--- src/rtl/tvfc_pkg.sv ---
`timescale 1ns / 1ps
package tvfc_pkg;

	localparam int MUL_DIG    = 32;
	localparam int COORD_FRAC = 16;
	localparam int COEF_FRAC  = 24;
	localparam int FRAC_SHIFT = COEF_FRAC - COORD_FRAC;

	typedef struct packed {
		logic vld;
		logic sing;
		logic neg;
	} tvfc_side_t;

endpackage

--- src/rtl/tvfc_mul.sv ---
`timescale 1ns / 1ps
module tvfc_mul import tvfc_pkg::*; #(
	parameter int AW = 33,
	parameter int BW = 33
) (
	input  logic                    clk,
	input  logic signed [AW-1:0]    a,
	input  logic signed [BW-1:0]    b,
	output logic signed [AW+BW-1:0] p
);

	localparam int AD  = (AW + MUL_DIG - 1) / MUL_DIG;
	localparam int BD  = (BW + MUL_DIG - 1) / MUL_DIG;
	localparam int APW = AD * MUL_DIG;
	localparam int BPW = BD * MUL_DIG;
	localparam int PW  = AW + BW;
	localparam int ACC = APW + BPW;

	logic [AW-1:0]          au;
	logic [BW-1:0]          bu;
	logic [APW-1:0]         ma_s1;
	logic [BPW-1:0]         mb_s1;
	logic                   sg_s1;
	logic [2*MUL_DIG-1:0]   pp_s2 [AD][BD];
	logic                   sg_s2;
	logic [ACC-1:0]         acc;
	logic [PW-1:0]          mag_s3;
	logic                   sg_s3;

	assign au = a[AW-1] ? AW'(-a) : AW'(a);
	assign bu = b[BW-1] ? BW'(-b) : BW'(b);

	always_comb begin
		acc = '0;
		for (int i = 0; i < AD; i++)
			for (int j = 0; j < BD; j++)
				acc = acc + (ACC'(pp_s2[i][j]) << (MUL_DIG * (i + j)));
	end

	always_ff @(posedge clk) begin
		ma_s1 <= APW'(au);
		mb_s1 <= BPW'(bu);
		sg_s1 <= a[AW-1] ^ b[BW-1];
		for (int i = 0; i < AD; i++)
			for (int j = 0; j < BD; j++)
				pp_s2[i][j] <= ma_s1[i*MUL_DIG +: MUL_DIG] * mb_s1[j*MUL_DIG +: MUL_DIG];
		sg_s2  <= sg_s1;
		mag_s3 <= acc[PW-1:0];
		sg_s3  <= sg_s2;
		p      <= sg_s3 ? -$signed(mag_s3) : $signed(mag_s3);
	end

endmodule

--- config.mk ---
export PLATFORM = sky130hd
export DESIGN_NAME = tvfc_mul
export DESIGN_NICKNAME = d
export VERILOG_FILES = /design/src/rtl/tvfc_pkg.sv /design/src/rtl/tvfc_mul.sv
export SDC_FILE = /design/constraint.sdc
export NUM_CORES = 2
export LEC_CHECK = 0
export ABC_CLOCK_PERIOD_IN_PS = 9600
export BUFFER_PORTS_ARGS = -buffer_cell sky130_fd_sc_hd__buf_2
export CAP_MARGIN = 20
export CELL_PAD_IN_SITES_DETAIL_PLACEMENT = 1
export CELL_PAD_IN_SITES_GLOBAL_PLACEMENT = 1
export CORE_MARGIN = 8
export CORE_UTILIZATION = 40
export CTS_CLUSTER_SIZE = 16
export DETAILED_ROUTE_END_ITERATION = 16
export GPL_TIMING_DRIVEN = 0
export PLACE_DENSITY_LB_ADDON = 0.1
export SYNTH_ARGS = -nofsm -noshare
export SYNTH_HDL_FRONTEND = slang
export SYNTH_SLANG_ARGS = --single-unit
--- constraint.sdc ---
create_clock -name clk -period 9.6 [get_ports clk]
set_input_delay 1.44 -clock clk [delete_from_list [all_inputs] [get_ports clk]]
set_output_delay 1.44 -clock clk [all_outputs]
set_load 0.1 [all_outputs]
==> impl_results.md <==
- Endpoint type of the worst setup path: flip-flop
- Dpl cell area: 47,900 um^2
- RSZ-0062 raised after global routing: no
- Total Wirelength: 183,000 um
- Post-route cell area: 49,400 um^2
- Primary FF master, synth: dfxtp_1
- TritonCTS clock tree: yes
- Global-route usage over all layers: 29.2%
- Longest Clk Path Bufs: 3
- Largest net degree at the start of global routing: 15
- Row count: 123
- DP Wirelength: 154,000 um
- Critical path type: flip-flop to flip-flop
- Slew Limit Fails: 0
- CP Max Fanout: 10
- Clock Sinks: 330
- Post-synth EDFFs: 0
- Syn. warnings: 0
- IO Pins: between 100 and 150
- Nets@finish: 6,233
- Worst setup SP type: flip-flop
- Vias: roughly 34,000
- Run status: complete, no violations
- Max-cap violation count: 0
- Cell variety after synth: 64
- Vias per cell: between 5 and 6
- Final core occ: 44.1%
- Vias in the first global route: 37,500
- Fin Clk Skew: roughly 0.044 ns
- Syn nets: 6,040
- Htree depth: 2
- Rel. slew slack: 18.8%
- Fin Hold WS: 0.325 ns
- Seq/Total Area, Yosys: 14.6%
- Mapped Cells: 4,746
- Min Tclk post-route: around 9.5 ns
- First-pass GRT wire length: ~260,000 um
- Period utilization: between 90 and 100%
- Initial DRC Count: 2,294
- Class of the worst hold path: flip-flop to flip-flop
- Initial antenna violation count: 40
- Layout cell share with drive strength beyond 1: 5.16%
- Fill count: 12,900
- Die X: 352 um
- CTS clk-pin slew, worst paths: 0.06 ns
- Per-cell routed wire length: 28.2 um
- Initial DRT Pass Iterations: 5
- Post-Synthesis Mean Instance Area: 9.51 um^2
- CP arrival: between 10 and 15 ns
- Grt total ovfl: 0
- Core ar.: 112,000 um^2
- Hold Fails Final Rpt: 0
- Critical path required time: between 10 and 15 ns
- Fraction of registers with async set/reset: 0%
- Initial Util: approximately two fifths
- Setup Buffers After CTS: 0
- Root Driver: clkbuf_16
- Post-synthesis register bit count: 330
- Worst Max-Slew Pin Slew: 1.22 ns
- Final count of negative-setup-slack endpoints: 0
- Area Growth Syn to Fin: 9.49%
- Cell Area, Synth: 45,100 um^2
- GP Congestion: just under 1
- Die ar.: 124,000 um^2
- Worst skew pair latency: 0.64 ns
- # DRC: 0
- Port Buf Inserts: 132
- Vert. Die Dim: 352 um
- Max Freq: 105 MHz
- Total CTS buffers: 38
- Antenna-violating nets left: 0
- Cts hold-fix bufs: 0
## cell type report
cell class              count  area [um^2]  share of cell area [%]
inverters                 896         3360                    6.80
diodes                     23         57.6                   0.116
clock inverters            19          312                   0.630
well taps                1500         1880                    3.80
flip-flops and latches    330         6610                    13.4
repair buffers            153          983                    1.99
plain buffers             238          926                    1.87
clock buffers              48         1030                    2.08
multi-input cells        3282        34300                    69.3
## routing by layer
layer	GRT usage (%)	share of wire, %	wire, um	vias up
li1	-	-	-	14700
met1	38.0	41	74100	18000
met2	45.9	45	82200	1410
met3	6.24	8.5	15600	385
met4	14.8	6.0	11000	6
met5	0	0.020	37	-
## worst max-delay path, stage by stage (launching register included)
cell and delay, ns:
dfxtp_1 0.95, clkbuf_1 0.80, nand2_1 0.17, fa_1 0.55, inv_1 0.07, fa_1 0.55, fa_1 0.45, fa_1 0.52
fa_1 0.62, fa_1 0.46, fa_1 0.51, inv_1 0.08, fa_1 0.51, inv_1 0.06, ha_1 0.27, clkbuf_1 0.27
and3_1 0.23, and2_1 0.18, nand3_1 0.17, or4_1 0.44, o32ai_1 0.47, o21ai_0 0.48, o21ai_0 0.28, a21oi_1 0.11
xnor2_1 0.24
## sequential cells by signal, indices dropped and copies added (netlist names)
signal,count
mag_s3,66
sg_s2,1
sg_s3,1
ma_s1,33
pp_s2,129
p,66
mb_s1,33
sg_s1,1
## per-stage QoR
step	setup TNS, ns	instances	setup WS, ns
global route	0	6475	0.00128
CTS	0	6462	0.0524
global placement	0	6378	0.0697
floorplan	0	4746	2.26
detailed placement	-0.0263	6395	-0.0263
finish	0	6489	0.0758
## placed cells by master, fill, tap and decap left out, types with 8 or more instances in the layout
cell and count:
fa_1 929, buf_2 133, clkbuf_1 227, nand2b_1 11, nor2_1 64, nor2b_1 9, xnor2_1 177, or3_1 21
o41ai_1 13, ha_1 298, buf_8 16, nand2_1 539, or4_1 17, nor4_1 12, a21oi_1 100, clkbuf_16 38
o31ai_1 38, clkbuf_2 15, inv_1 896, o21bai_1 12, a31oi_1 14, o21ai_0 106, nand4_1 18, dfxtp_1 329
and3_1 8, and2_1 666, nand3_1 34, diode_2 23, nor3_1 22, o21a_1 10, a21o_1 43, xor2_1 38
## final timing paths
path	from	end	slack, ns	cells past startpoint
max	mb_s1[28]	pp_s2[0][86]	0.08	24
min	pp_s2[0][52]	mag_s3[19]	0.32	0
max reg2reg	mb_s1[28]	pp_s2[0][86]	0.08	24
min reg2reg	pp_s2[0][52]	mag_s3[19]	0.32	0
## Yosys cell counts (6+ instances only)
| master | n | share of area (%) |
|---|---|---|
| a211oi_1 | 7 | 0.12 |
| a21o_1 | 43 | 0.72 |
| a21oi_1 | 100 | 1.1 |
| a31oi_1 | 14 | 0.19 |
| and2_1 | 666 | 9.2 |
| and3_1 | 8 | 0.11 |
| clkbuf_1 | 237 | 2.0 |
| dfxtp_1 | 330 | 15 |
| fa_1 | 929 | 41 |
| ha_1 | 298 | 8.3 |
| inv_1 | 896 | 7.4 |
| nand2_1 | 539 | 4.5 |
| nand2b_1 | 11 | 0.15 |
| nand3_1 | 34 | 0.38 |
| nand4_1 | 18 | 0.25 |
| nor2_1 | 64 | 0.53 |
| nor2b_1 | 9 | 0.12 |
| nor3_1 | 22 | 0.24 |
| nor4_1 | 12 | 0.17 |
| o211ai_1 | 6 | 0.10 |
| o21a_1 | 10 | 0.17 |
| o21ai_0 | 106 | 1.2 |
| o21bai_1 | 12 | 0.20 |
| o31ai_1 | 38 | 0.63 |
| o41ai_1 | 13 | 0.25 |
| or2_2 | 7 | 0.097 |
| or3_1 | 21 | 0.29 |
| or4_1 | 17 | 0.28 |
| xnor2_1 | 177 | 3.4 |
| xor2_1 | 38 | 0.74 |
## timing repair
item	in CTS	in global routing
setup endpoints to repair	1	3
hold endpoints to repair	0	0
gates resized for setup	1	44
## cell families (layout without fill, tap and decap cells)
| group | after synthesis | in the layout | synth area share [%] |
|---|---|---|---|
| simple gates | 1451 | 1451 | 16.8 |
| buf+inv | 1134 | 1354 | 9.45 |
| compound gates | 389 | 389 | 5.50 |
| xor+xnor | 215 | 215 | 4.17 |
| other cells | 0 | 23 | 0 |
| flops | 330 | 330 | 14.6 |
| fa+ha+maj | 1227 | 1227 | 49.5 |
Power is left out: the tool's default activity adds up to more than one toggle a clock period on the data nets, which glitch-free logic cannot reach.
